**config.mk**
```make
export PLATFORM = sky130hd
export DESIGN_NAME = fit_policy_block_allocator_core_flat
export DESIGN_NICKNAME = d
export VERILOG_FILES = /design/src/fba_pkg.sv /design/src/fba_item_if.sv /design/src/fba_result_if.sv /design/src/fba_ctrl.sv /design/src/fba_dp.sv /design/src/fit_policy_block_allocator_core.sv /design/src/flat_wrapper.sv
export SDC_FILE = /design/constraint.sdc
export NUM_CORES = 1
export LEC_CHECK = 0
export BUFFER_PORTS_ARGS = -buffer_cell sky130_fd_sc_hd__buf_2
export CORE_ASPECT_RATIO = 2
export CORE_MARGIN = 2
export CORE_UTILIZATION = 62
export CTS_CLUSTER_DIAMETER = 200
export DETAILED_ROUTE_END_ITERATION = 16
export HOLD_SLACK_MARGIN = 0.1
export PLACE_DENSITY = 0.91
export SLEW_MARGIN = 20
export SYNTH_ARGS = -nofsm -noshare
export SYNTH_HDL_FRONTEND = slang
export SYNTH_SLANG_ARGS = --single-unit
```
**constraint.sdc**
```tcl
create_clock -name clk -period 6.5 [get_ports clk]
set_clock_uncertainty 0.15 [all_clocks]
set_input_delay 0.65 -clock clk [delete_from_list [all_inputs] [get_ports clk]]
set_output_delay 0.65 -clock clk [all_outputs]
set_load 0.01 [all_outputs]
```
**src/fba_pkg.sv**
```systemverilog
// Shared types and constants of the fit-policy block allocator.
package fba_pkg;

  // Input item modes.
  localparam logic MODE_LOAD    = 1'b0;
  localparam logic MODE_REQUEST = 1'b1;

  // Fit policies; the fourth code grants nothing.
  localparam logic [1:0] POLICY_FIRST = 2'd0;
  localparam logic [1:0] POLICY_BEST  = 2'd1;
  localparam logic [1:0] POLICY_WORST = 2'd2;
  localparam logic [1:0] POLICY_NONE  = 2'd3;

  // Configuration register indexes.
  localparam logic CFG_FIT_POLICY  = 1'b0;
  localparam logic CFG_BLOCK_COUNT = 1'b1;

  localparam int SIZE_W     = 32;
  localparam int BLK_W      = 4;
  localparam int POLICY_W   = 2;
  localparam int COUNT_W    = 5;
  localparam int CFG_DATA_W = 5;

  typedef enum logic [1:0] {
    S_IDLE,
    S_SCAN,
    S_DRAIN,
    S_COMMIT
  } fba_state_t;

  typedef struct packed {
    logic start;
    logic rd;
    logic commit;
  } fba_cmd_t;

  typedef struct packed {
    logic skip;
    logic last_issue;
    logic out_free;
  } fba_status_t;

endpackage

```
**src/fba_item_if.sv**
```systemverilog
// Input channel carrying load and request beats.
interface fba_item_if;
  logic        valid;
  logic        ready;
  logic        mode;
  logic [3:0]  block_index;
  logic [31:0] size;

  modport source (output valid, output mode, output block_index, output size, input ready);
  modport sink   (input valid, input mode, input block_index, input size, output ready);
endinterface

```
**src/fba_result_if.sv**
```systemverilog
// Output channel carrying allocation result beats.
interface fba_result_if;
  logic        valid;
  logic        ready;
  logic        granted;
  logic [3:0]  chosen_block;
  logic [31:0] space_left;

  modport source (output valid, output granted, output chosen_block, output space_left,
                  input ready);
  modport sink   (input valid, input granted, input chosen_block, input space_left,
                  output ready);
endinterface

```
**src/fba_ctrl.sv**
```systemverilog
// Controller state machine that sequences loads, scans and commits.
module fba_ctrl (
  input  logic              clk,
  input  logic              rst,
  input  logic              in_valid,
  input  logic              in_mode,
  output logic              in_ready,
  output fba_pkg::fba_cmd_t cmd,
  input  fba_pkg::fba_status_t status
);
  import fba_pkg::*;

  fba_state_t state;
  fba_state_t state_next;

  always_ff @(posedge clk) begin
    if (rst) begin
      state <= S_IDLE;
    end else begin
      state <= state_next;
    end
  end

  always_comb begin
    state_next = state;
    case (state)
      S_IDLE: begin
        if (in_valid && (in_mode == MODE_REQUEST)) begin
          state_next = status.skip ? S_COMMIT : S_SCAN;
        end
      end
      S_SCAN: begin
        if (status.last_issue) begin
          state_next = S_DRAIN;
        end
      end
      S_DRAIN: begin
        state_next = S_COMMIT;
      end
      S_COMMIT: begin
        if (status.out_free) begin
          state_next = S_IDLE;
        end
      end
      default: begin
        state_next = S_IDLE;
      end
    endcase
  end

  always_comb begin
    in_ready   = 1'b0;
    cmd.start  = 1'b0;
    cmd.rd     = 1'b0;
    cmd.commit = 1'b0;
    case (state)
      S_IDLE: begin
        in_ready  = 1'b1;
        cmd.start = in_valid && (in_mode == MODE_REQUEST);
      end
      S_SCAN: begin
        cmd.rd = 1'b1;
      end
      S_DRAIN: begin
        cmd.rd = 1'b0;
      end
      S_COMMIT: begin
        cmd.commit = status.out_free;
      end
      default: begin
        in_ready = 1'b0;
      end
    endcase
  end

endmodule

```
**src/fba_dp.sv**
```systemverilog
// Datapath: free-space memory, scan pointer, best-candidate tracking and result register.
module fba_dp #(
  parameter int NUM_BLOCKS = 16
) (
  input  logic                          clk,
  input  logic                          rst,
  input  logic                          cfg_we,
  input  logic                          cfg_index,
  input  logic [fba_pkg::CFG_DATA_W-1:0] cfg_data,
  input  logic                          in_accept,
  input  logic                          in_mode,
  input  logic [fba_pkg::BLK_W-1:0]     in_block_index,
  input  logic [fba_pkg::SIZE_W-1:0]    in_size,
  input  fba_pkg::fba_cmd_t             cmd,
  output fba_pkg::fba_status_t          status,
  output logic                          out_valid,
  input  logic                          out_ready,
  output logic                          out_granted,
  output logic [fba_pkg::BLK_W-1:0]     out_chosen_block,
  output logic [fba_pkg::SIZE_W-1:0]    out_space_left
);
  import fba_pkg::*;

  localparam int IDX_W = (NUM_BLOCKS > 1) ? $clog2(NUM_BLOCKS) : 1;
  localparam int CNT_W = $clog2(NUM_BLOCKS + 1);

  logic [SIZE_W-1:0]   mem [NUM_BLOCKS];
  logic [SIZE_W-1:0]   rd_data;
  logic                rd_valid;
  logic [IDX_W-1:0]    rd_idx;
  logic [IDX_W-1:0]    scan_addr;
  logic [SIZE_W-1:0]   req_size;
  logic [SIZE_W-1:0]   best_val;
  logic [IDX_W-1:0]    best_idx;
  logic                found;
  logic [POLICY_W-1:0] fit_policy;
  logic [COUNT_W-1:0]  block_count;
  logic [CNT_W-1:0]    count_eff;
  logic                better;
  logic                take;
  logic                wen;
  logic [IDX_W-1:0]    waddr;
  logic [SIZE_W-1:0]   wdata;
  logic [SIZE_W-1:0]   remain;

  // Block count saturates at the table depth.
  always_comb begin
    if (32'(block_count) > NUM_BLOCKS) begin
      count_eff = CNT_W'(NUM_BLOCKS);
    end else begin
      count_eff = CNT_W'(block_count);
    end
  end

  assign status.skip       = (count_eff == '0) || (fit_policy == POLICY_NONE);
  assign status.last_issue = ((CNT_W'(scan_addr) + CNT_W'(1)) == count_eff);
  assign status.out_free   = !out_valid || out_ready;

  always_comb begin
    case (fit_policy)
      POLICY_BEST:  better = rd_data < best_val;
      POLICY_WORST: better = rd_data > best_val;
      default:      better = 1'b0;
    endcase
  end

  assign take   = rd_valid && (rd_data >= req_size) && (!found || better);
  assign remain = best_val - req_size;

  // Single write port shared by loads and the commit update; they never coincide.
  always_comb begin
    wen   = 1'b0;
    waddr = best_idx;
    wdata = remain;
    if (in_accept && (in_mode == MODE_LOAD) && (32'(in_block_index) < NUM_BLOCKS)) begin
      wen   = 1'b1;
      waddr = IDX_W'(in_block_index);
      wdata = in_size;
    end else if (cmd.commit && found) begin
      wen = 1'b1;
    end
  end

  always_ff @(posedge clk) begin
    if (wen) begin
      mem[waddr] <= wdata;
    end
    if (cmd.rd) begin
      rd_data <= mem[scan_addr];
    end
  end

  always_ff @(posedge clk) begin
    if (rst) begin
      fit_policy  <= POLICY_FIRST;
      block_count <= '0;
      rd_valid    <= 1'b0;
      found       <= 1'b0;
      out_valid   <= 1'b0;
    end else begin
      if (cfg_we) begin
        case (cfg_index)
          CFG_FIT_POLICY:  fit_policy  <= cfg_data[POLICY_W-1:0];
          CFG_BLOCK_COUNT: block_count <= cfg_data[COUNT_W-1:0];
          default:         fit_policy  <= fit_policy;
        endcase
      end
      rd_valid <= cmd.rd;
      if (cmd.start || cmd.commit) begin
        found <= 1'b0;
      end else if (take) begin
        found <= 1'b1;
      end
      if (cmd.commit) begin
        out_valid <= 1'b1;
      end else if (out_ready) begin
        out_valid <= 1'b0;
      end
    end
  end

  always_ff @(posedge clk) begin
    if (cmd.start) begin
      req_size  <= in_size;
      scan_addr <= '0;
    end else if (cmd.rd) begin
      scan_addr <= scan_addr + IDX_W'(1);
    end
    if (cmd.rd) begin
      rd_idx <= scan_addr;
    end
    if (take) begin
      best_val <= rd_data;
      best_idx <= rd_idx;
    end
    if (cmd.commit) begin
      out_granted      <= found;
      out_chosen_block <= found ? BLK_W'(best_idx) : '0;
      out_space_left   <= found ? remain : '0;
    end
  end

  a_no_overwrite: assert property (@(posedge clk) disable iff (rst)
    cmd.commit |-> (!out_valid || out_ready))
    else $error("result register overwritten before it was taken");

  a_refused_is_zero: assert property (@(posedge clk) disable iff (rst)
    (out_valid && !out_granted) |-> ((out_chosen_block == '0) && (out_space_left == '0)))
    else $error("refused result carries nonzero fields");

  a_start_idle_pipe: assert property (@(posedge clk) disable iff (rst)
    cmd.start |-> (!rd_valid && !found))
    else $error("request started while a scan was still in flight");

endmodule

```
**src/fit_policy_block_allocator_core.sv**
```systemverilog
// Top level of the fit-policy block allocator.
//
// This block keeps the free space of up to NUM_BLOCKS memory blocks in a
// single-port-write, single-port-read memory. A load beat (mode 0) writes the
// size of one block in the cycle it is accepted and gives no result; loads to
// an index at or beyond NUM_BLOCKS are dropped. A request beat (mode 1) scans
// blocks 0 to block_count-1 (block_count saturates at NUM_BLOCKS) one entry per
// cycle through the memory read port, keeping the best fitting block under the
// first, best or worst fit policy, with ties going to the lower index. The
// request is then subtracted from the chosen block and one result beat reports
// it; if nothing fits, or the policy code is the unused fourth one, the result
// is not granted with zero block and space fields. A request occupies the
// block from acceptance to the result being loaded in these steps: acceptance,
// one read issue per block, a drain step for the last registered read, and
// one commit; with nothing to scan it goes from acceptance straight to commit.
// The scan uses the single read port. The result sits in an output register, so
// a new beat is taken as soon as the commit is done, even before the result is
// taken; a request that finishes while the previous result still waits holds
// in its commit step. Blocks must be loaded before a request reads them.
// The configuration port is not gated by the core, so registers must be
// written only while the block is idle with no request in flight.
module fit_policy_block_allocator_core #(
  parameter int NUM_BLOCKS = 16
) (
  input  logic                           clk,
  input  logic                           rst,
  input  logic                           cfg_we,
  input  logic                           cfg_index,
  input  logic [fba_pkg::CFG_DATA_W-1:0] cfg_data,
  fba_item_if.sink                       item,
  fba_result_if.source                   result
);
  import fba_pkg::*;

  fba_cmd_t    cmd;
  fba_status_t status;
  logic        in_accept;

  // A beat on the input channel is taken when both sides agree.
  assign in_accept = item.valid && item.ready;

  fba_ctrl u_ctrl (
    .clk      (clk),
    .rst      (rst),
    .in_valid (item.valid),
    .in_mode  (item.mode),
    .in_ready (item.ready),
    .cmd      (cmd),
    .status   (status)
  );

  fba_dp #(
    .NUM_BLOCKS (NUM_BLOCKS)
  ) u_dp (
    .clk              (clk),
    .rst              (rst),
    .cfg_we           (cfg_we),
    .cfg_index        (cfg_index),
    .cfg_data         (cfg_data),
    .in_accept        (in_accept),
    .in_mode          (item.mode),
    .in_block_index   (item.block_index),
    .in_size          (item.size),
    .cmd              (cmd),
    .status           (status),
    .out_valid        (result.valid),
    .out_ready        (result.ready),
    .out_granted      (result.granted),
    .out_chosen_block (result.chosen_block),
    .out_space_left   (result.space_left)
  );

endmodule
```
**src/flat_wrapper.sv**
```systemverilog
// flat-port wrapper written by rule: the top's interface ports become plain ports
module fit_policy_block_allocator_core_flat import fba_pkg::*;
#(
  parameter int NUM_BLOCKS = 16
)
  (clk, rst, cfg_we, cfg_index, cfg_data, item_valid, item_mode, item_block_index, item_size, item_ready, result_valid, result_granted, result_chosen_block, result_space_left, result_ready);
  fba_item_if item_i ();
  fba_result_if result_i ();
  input  logic clk;
  input  logic rst;
  input  logic cfg_we;
  input  logic cfg_index;
  input  logic [fba_pkg::CFG_DATA_W-1:0] cfg_data;
  input wire logic [$bits(item_i.valid)-1:0] item_valid;
  input wire logic [$bits(item_i.mode)-1:0] item_mode;
  input wire logic [$bits(item_i.block_index)-1:0] item_block_index;
  input wire logic [$bits(item_i.size)-1:0] item_size;
  output wire logic [$bits(item_i.ready)-1:0] item_ready;
  output wire logic [$bits(result_i.valid)-1:0] result_valid;
  output wire logic [$bits(result_i.granted)-1:0] result_granted;
  output wire logic [$bits(result_i.chosen_block)-1:0] result_chosen_block;
  output wire logic [$bits(result_i.space_left)-1:0] result_space_left;
  input wire logic [$bits(result_i.ready)-1:0] result_ready;
  assign item_i.valid = item_valid;
  assign item_i.mode = item_mode;
  assign item_i.block_index = item_block_index;
  assign item_i.size = item_size;
  assign item_ready = item_i.ready;
  assign result_valid = result_i.valid;
  assign result_granted = result_i.granted;
  assign result_chosen_block = result_i.chosen_block;
  assign result_space_left = result_i.space_left;
  assign result_i.ready = result_ready;
  fit_policy_block_allocator_core #(.NUM_BLOCKS(NUM_BLOCKS)) u_core (.clk(clk), .rst(rst), .cfg_we(cfg_we), .cfg_index(cfg_index), .cfg_data(cfg_data), .item(item_i), .result(result_i));
endmodule
```
## Word level (Yosys, flattened, before mapping)

Memory sizes are Yosys's and may differ from the RTL's. A register that Yosys moved wholly into a read port is not among the register bits.
Index checks and enable logic that the tools add are counted.

- Reduce and logical (&&, ||, !) cells: 19
- Eq/ne operators: 10
- Add/subtract/negate cells: 3
- Magnitude comparators: 4
- Bitwise logic cells: 2
- Multiplexer cells: 19

Operators by type and width:

| cell | number |
|---|---|
| 32-bit greater-or-equal comparator | 1 |
| 32-bit > comparator | 1 |
| 32-bit < comparator | 1 |
| 32-bit two-way mux | 1 |
| 32-bit subtractor | 1 |
| 1-bit two-way mux | 10 |
| 2-bit == test (second input constant) | 4 |
| 2-bit two-way mux | 4 |
| 2-bit case mux with 4 select lines | 1 |
| 1-bit logical AND | 6 |
| 4-bit by 1-bit adder with 5-bit output (second input constant) | 1 |
| 5-bit == test | 1 |
| 5-bit > comparator (second input constant) | 1 |
| 5-bit zero test | 1 |
| 5-bit two-way mux | 1 |
| 4-bit by 1-bit adder with 4-bit output (second input constant) | 1 |
| 2-bit by 1-bit == test with 1-bit output (second input constant) | 2 |
| 1-bit logical OR | 4 |
| 4-bit two-way mux | 1 |
| 2-bit != test (second input constant) | 2 |
| 2-bit AND reduction | 2 |
| 3-bit AND reduction | 1 |
| 1-bit zero test | 2 |
| 2-bit zero test | 1 |
| other kinds (5) | 6 |

- Output and inout port bits: 39
- Logic and storage cells: 72
- Memories kept: 1
- Input port bits: 48
- Bits in writable memories: 512
- Register bits: 125

Memories:

| memory | words | bits a word | read ports | clocked after memory_dff | wr ports | RTL line | source |
|---|---|---|---|---|---|---|---|
| u_core.u_dp.mem | 16 | 32 | 1 | 1 | 1 | fba_dp.sv:27 | `logic [SIZE_W-1:0] mem [NUM_BLOCKS];` |

## Logic depth before layout (Yosys ltp)

- Depth in word-level cells: 8
- Depth in mapped cells: 13
- Gate-level depth less buffers: 13

## Modules after synthesis

A second synthesis with hierarchy kept.

- Cell total of the unflattened synthesis: 1575
- Area total of the unflattened synthesis: 28516.1 um2

Modules (own cells, without submodules):

| module | sequential area each (um2) | area each (um2) | cells each | times used |
|---|---|---|---|---|
| fba_dp | 19889.1 | 28313.4 | 1552 | 1 |
| fba_ctrl | 40.0 | 196.4 | 22 | 1 |
| fit_policy_block_allocator_core | 0.0 | 6.3 | 1 | 1 |

## Worst setup path before layout

No wires, ideal clock.

- Kind: reg-to-reg
- Start: register u_core.u_dp.rd_data[13] (read register of u_core.u_dp.mem)
- End: register u_core.u_dp.best_idx[0], enable pin
- Path buffers: 0
- Path slack: 1.253 ns
- Stages on the path, launching flop included: 11
- Required time: 5.866 ns
- Clock period less this slack: 5.247 ns
- Arrival: 4.613 ns
- Cell sequence: edfxtp_1 > ha_1 > and4_1 > nand2_1 > or2_2 > o21ai_0 > a21oi_1 > or3_1 > a21oi_1 > a31oi_1 > a211oi_1

- Cells in the longest elaborated chain, start to end: 4
- Elaborated cells on any way between the ends: 7
- Classes of those cells: order compare (3); mux (1); reduce/logical (3)

Ends and longest elaborated chain:

| element | RTL line | source |
|---|---|---|
| from (decl) | fba_dp.sv:28 | `logic [SIZE_W-1:0] rd_data;` |
| 32-bit > comparator or 32-bit < comparator (tied branches) | fba_dp.sv:62, fba_dp.sv:61 |  |
| 1-bit case mux with 2 select lines | fba_dp.sv:60 | `case (fit_policy)` |
| 1-bit logical OR | fba_dp.sv:67 | `assign take = rd_valid && (rd_data >= req_size) && (!found \|\| better);` |
| 1-bit logical AND * | fba_dp.sv:67 |  |
| via u_core.u_dp.take | fba_dp.sv:40 | `logic take;` |
| to (signal assigned) | fba_dp.sv:134 | `best_idx <= rd_idx;` |
| to (decl) | fba_dp.sv:34 | `logic [IDX_W-1:0] best_idx;` |

The timed path passes the listed nets; every way through them passes the cells marked *.
A chain may end at the register's enable or synchronous reset.

## Worst setup path after layout

- Start: register u_core.u_dp.req_size[1]
- End: memory u_core.u_dp.mem[6][19] (data pin)

- Cells in the longest elaborated chain, start to end: 2

Ends and longest elaborated chain:

| element | RTL line | source |
|---|---|---|
| from (decl) | fba_dp.sv:32 | `logic [SIZE_W-1:0] req_size;` |
| from (signal assigned) | fba_dp.sv:124 | `req_size <= in_size;` |
| 32-bit subtractor | fba_dp.sv:68 | `assign remain = best_val - req_size;` |
| 32-bit two-way mux | fba_dp.sv:75 | `if (in_accept && (in_mode == MODE_LOAD) && (32'(in_block_index) < NUM_BLOCKS)) begin` |
| via u_core.u_dp.wdata[19] | fba_dp.sv:43 | `logic [SIZE_W-1:0] wdata;` |
| to (decl) | fba_dp.sv:27 |  |

The timed path passes the listed nets, and every way through them passes these cells.

==> metrics.md <==
| Metric | Value |
|---|---|
| Max FO, Critical Path | 16 |
| Initial DRC Count | roughly 1,900 |
| Layout cell share with drive strength beyond 1 | 23.0% |
| Antenna cell count | 0 |
| Leakage | 10.8 nW |
| Post CTS Setup Buffer Count | 0 |
| Metal-1 WL | 22.6 mm |
| Largest net degree at the start of global routing | 132 |
| Hold EP | u_core.u_dp.req_size[7]$_DFFE_PP_ |
| Post-synth top cells | edfxtp_1 (653), mux4_2 (160), nand2_1 (109), ha_1 (103), inv_1 (81) |
| FF-to-FF End | u_core.u_dp.mem[6][19]$_DFFE_PP_ |
| Vias in the first global route | 16,700 |
| Filler cells | approximately 2,500 |
| Initial antenna violation count | 0 |
| Clk_lat worst skew | 600 ps |
| Synth top area cells | edfxtp_1 (70%), mux4_2 (13%), ha_1 (4.6%), nand2_1 (1.5%), dfxtp_1 (1.1%) |
| Post-Layout Cell Count | 2,284 |
| Final TNS setup | 0 ps |
| Slew Viols, Final | 0 |
| Post-Place Cells | roughly 2,200 |
| Highest clock rate | 0.228 GHz |
| Top-area cell type share of the netlist area | approximately 70% |
| FFs w/ async S/R, synth | 0% |
| Die height | 305 um |
| Grt ovf | 0 |
| Seq/Total Area, Yosys | 70.8% |
| CP endpoint kind | flop |
| Routed Antenna Nets | 0 |
| Top layer in use | met4 |
| Reg2reg path depth | 11 |
| Clock slew at reported path FFs | 70 ps |
| Top-level I/O count | 87 |
| Nets@finish | between 1,500 and 2,000 |
| Total Wirelength | 70.4 mm |
| Arrival @ worst endpoint | 4480 ps |
| Die W | 155 um |
| CTS tree | done |
| Dpl hpwl | 40.8 mm |
| HP Class | in -> reg |
| Overall routing resource usage | a little under a third |
| Post-DR vias/cell | 6.94 |
| I/O Buffers | 86 |
| Post-synthesis cell type count | 57 |
| Area leader, netlist | edfxtp_1 |
| Clock buffer depth | 3 |
| WL/cell | approximately 31 um |
| Peak supply drop | 0.000260 V |
| Fin crit period | between 4000 and 5000 ps |
| CTS buffer count | approximately 50 |
| DR pass1 iterations | 7 |
| Routed wl met3 | 6.29 mm |
| Register area | 0.0199 mm2 |
| Post-Syn Nets | around 1,700 |
| Synthesis-stage register bit count | 669 |
| Root Driver | clkbuf_16 |
| Yosys Warn Count | 0 |
| Post-Syn Area per Cell | around 18 um2 |
| R2r startpoint | u_core.u_dp.req_size[1]$_DFFE_PP_ |
| WHS Path Cells | 1 |
| Final setup viols | 0 |
| PD cells | between 300 and 400 mW/mm2 |
| CTS HTree Levels | 2 |
| Final hold vios | 0 |
| Routability cong. | between 0.9 and 1 |
| Multi-input gate area | 0.00786 mm2 |
| Relative slew slack | 24.0% |
| Area Growth Syn to Fin | 10.9% |
| Post-Syn Area | 0.0281 mm2 |
| WP data required | 6590 ps |
| Hold Crit Start | item_size[7] |
| Post-Syn Instances | 1,563 |
| First-pass GRT wire length | ~100 mm |
| Metal2 WL | 37.0 mm |
| RSZ-0062 raised after global routing | no |
| Die ar. | 0.0472 mm2 |
| DRC viols | 0 |
| Hold Slack | 110 ps |
| Initial Utilization | approximately 63% |
| Core area | 0.0449 mm2 |
| CP Class | reg -> reg |
| # clock sinks | 669 |
| Row cnt | 110 |
| Top-count cell post-synth | edfxtp_1 |
| Final Cycle Share | between 60% and 70% |
| Startpoint Class | flop |
| Most used DFF post-synth | edfxtp_1 |
| DR vias | 15,900 |
| R2r setup slk | 2110 ps |
| Slew @ Worst Pin | 1140 ps |
| Number of enable flip-flop cells after synthesis | about 650 |
| Status | completed |
| Max-cap violation count | 0 |
## what timing repair did
| item | CTS | global route |
|---|---|---|
| hold buffers | 9 | 0 |
| endpoints found under the hold margin | 9 | 0 |
| gates resized for setup | 0 | 0 |
## logic make-up (layout without fill, tap and decap cells)
logic type	after synthesis	in the layout	synth area share [%]
AOI/OAI and AO/OA	171	171	3.91
xor gates and xnor gates	34	34	1.06
adders and majority gates	104	104	4.65
buffers and inverters	135	296	1.83
DFF	669	669	70.8
muxes	166	166	13.0
and+or+nand+nor	284	284	4.70
## layout by cell type, fill, tap and decap left out, types with 11 or more instances in the layout
| master | synthesis | routed |
|---|---|---|
| xor2_1 | 11 | 11 |
| nand2_1 | 109 | 109 |
| buf_2 | 3 | 86 |
| and2_1 | 24 | 24 |
| nor3_1 | 11 | 11 |
| mux4_2 | 160 | 160 |
| clkbuf_16 | 0 | 51 |
| nand4_1 | 12 | 12 |
| inv_1 | 81 | 81 |
| o21ai_0 | 29 | 28 |
| a21oi_1 | 62 | 58 |
| buf_4 | 1 | 29 |
| xnor2_1 | 23 | 23 |
| nand3_1 | 16 | 16 |
| nor2_4 | 0 | 16 |
| a21o_1 | 37 | 37 |
| ha_1 | 103 | 102 |
| edfxtp_1 | 653 | 653 |
| dfxtp_1 | 16 | 12 |
| nor2_1 | 67 | 50 |
| clkinv_2 | 0 | 14 |
## worst max-delay path by stage
| stage | start | end | slack, ps |
|---|---|---|---|
| after floorplan | u_core.u_dp.rd_data[13]$_DFFE_PP_ | u_core.u_dp.best_idx[0]$_DFFE_PP_ | 1250 |
| after global placement | u_core.u_dp.req_size[1]$_DFFE_PP_ | u_core.u_dp.mem[12][19]$_DFFE_PP_ | 2220 |
| after detailed placement | u_core.u_dp.req_size[1]$_DFFE_PP_ | u_core.u_dp.mem[0][19]$_DFFE_PP_ | 2450 |
| after CTS | u_core.u_dp.req_size[1]$_DFFE_PP_ | u_core.u_dp.mem[11][19]$_DFFE_PP_ | 2340 |
| after global routing | u_core.u_dp.req_size[1]$_DFFE_PP_ | u_core.u_dp.mem[15][19]$_DFFE_PP_ | 2000 |
| final | u_core.u_dp.req_size[1]$_DFFE_PP_ | u_core.u_dp.mem[6][19]$_DFFE_PP_ | 2110 |
## state kept, by name, indices dropped and copies added, names as in the netlist
| register | flops |
|---|---|
| u_core.u_dp.mem | 512 |
| u_core.u_dp.best_val | 32 |
| u_core.u_dp.out_space_left | 32 |
| u_core.u_dp.rd_data | 32 |
| u_core.u_dp.req_size | 32 |
| u_core.u_dp.block_count | 5 |
| u_core.u_dp.best_idx | 4 |
| u_core.u_dp.out_chosen_block | 4 |
| u_core.u_dp.rd_idx | 4 |
| u_core.u_dp.scan_addr | 4 |
| u_core.u_ctrl.state | 2 |
| u_core.u_dp.fit_policy | 2 |
| u_core.u_dp.found | 1 |
| u_core.u_dp.out_granted | 1 |
| u_core.u_dp.out_valid | 1 |
| u_core.u_dp.rd_valid | 1 |
## final cells by class
class	count	share of cell area [%]
Clock buffer	57	4.16
Clock inverter	32	1.05
Inverter	81	0.974
Multi-Input combinational cell	759	25.2
Sequential cell	669	63.9
Tap cell	560	2.25
Timing Repair Buffer	126	2.52
## power breakdown
group	internal (mW)	total, mW	switching, mW	leakage [nW]
logic	1.31	3.18	1.87	3.90
clock network	1.68	3.16	1.48	0.801
registers	5.53	5.79	0.260	6.05
## per-stage QoR
stage / setup WS, ps / power [mW] / cell area, um2 / util [%]
after floorplan: 1250 / 7.93 / 28100 / -
after global placement: 2220 / 8.75 / 29500 / 65.6
after detailed placement: 2450 / 8.92 / 29500 / 65.6
after CTS: 2340 / 12.1 / 31200 / 69.5
after global routing: 2000 / 12.5 / 31200 / 69.6
final: 2110 / 12.1 / 31200 / 69.6
## per-layer routing
layer	vias to the layer above	GRT usage, %
met5	-	0
met4	0	18.0
met3	303	4.37
met2	1193	52.7
met1	7944	35.7
li1	6418	-
## critical path, stage by stage, from the launching register on
cell and delay, ps:
edfxtp_1 370, inv_1 70, ha_1 270, nor2b_1 170, o2111ai_1 190, a2111oi_2 650, a21oi_1 360, or2_2 440
o21ai_0 240, a21oi_1 140, xor2_1 180, o21ai_1 800
No activity file was read; power rests on OpenSTA's default activity.
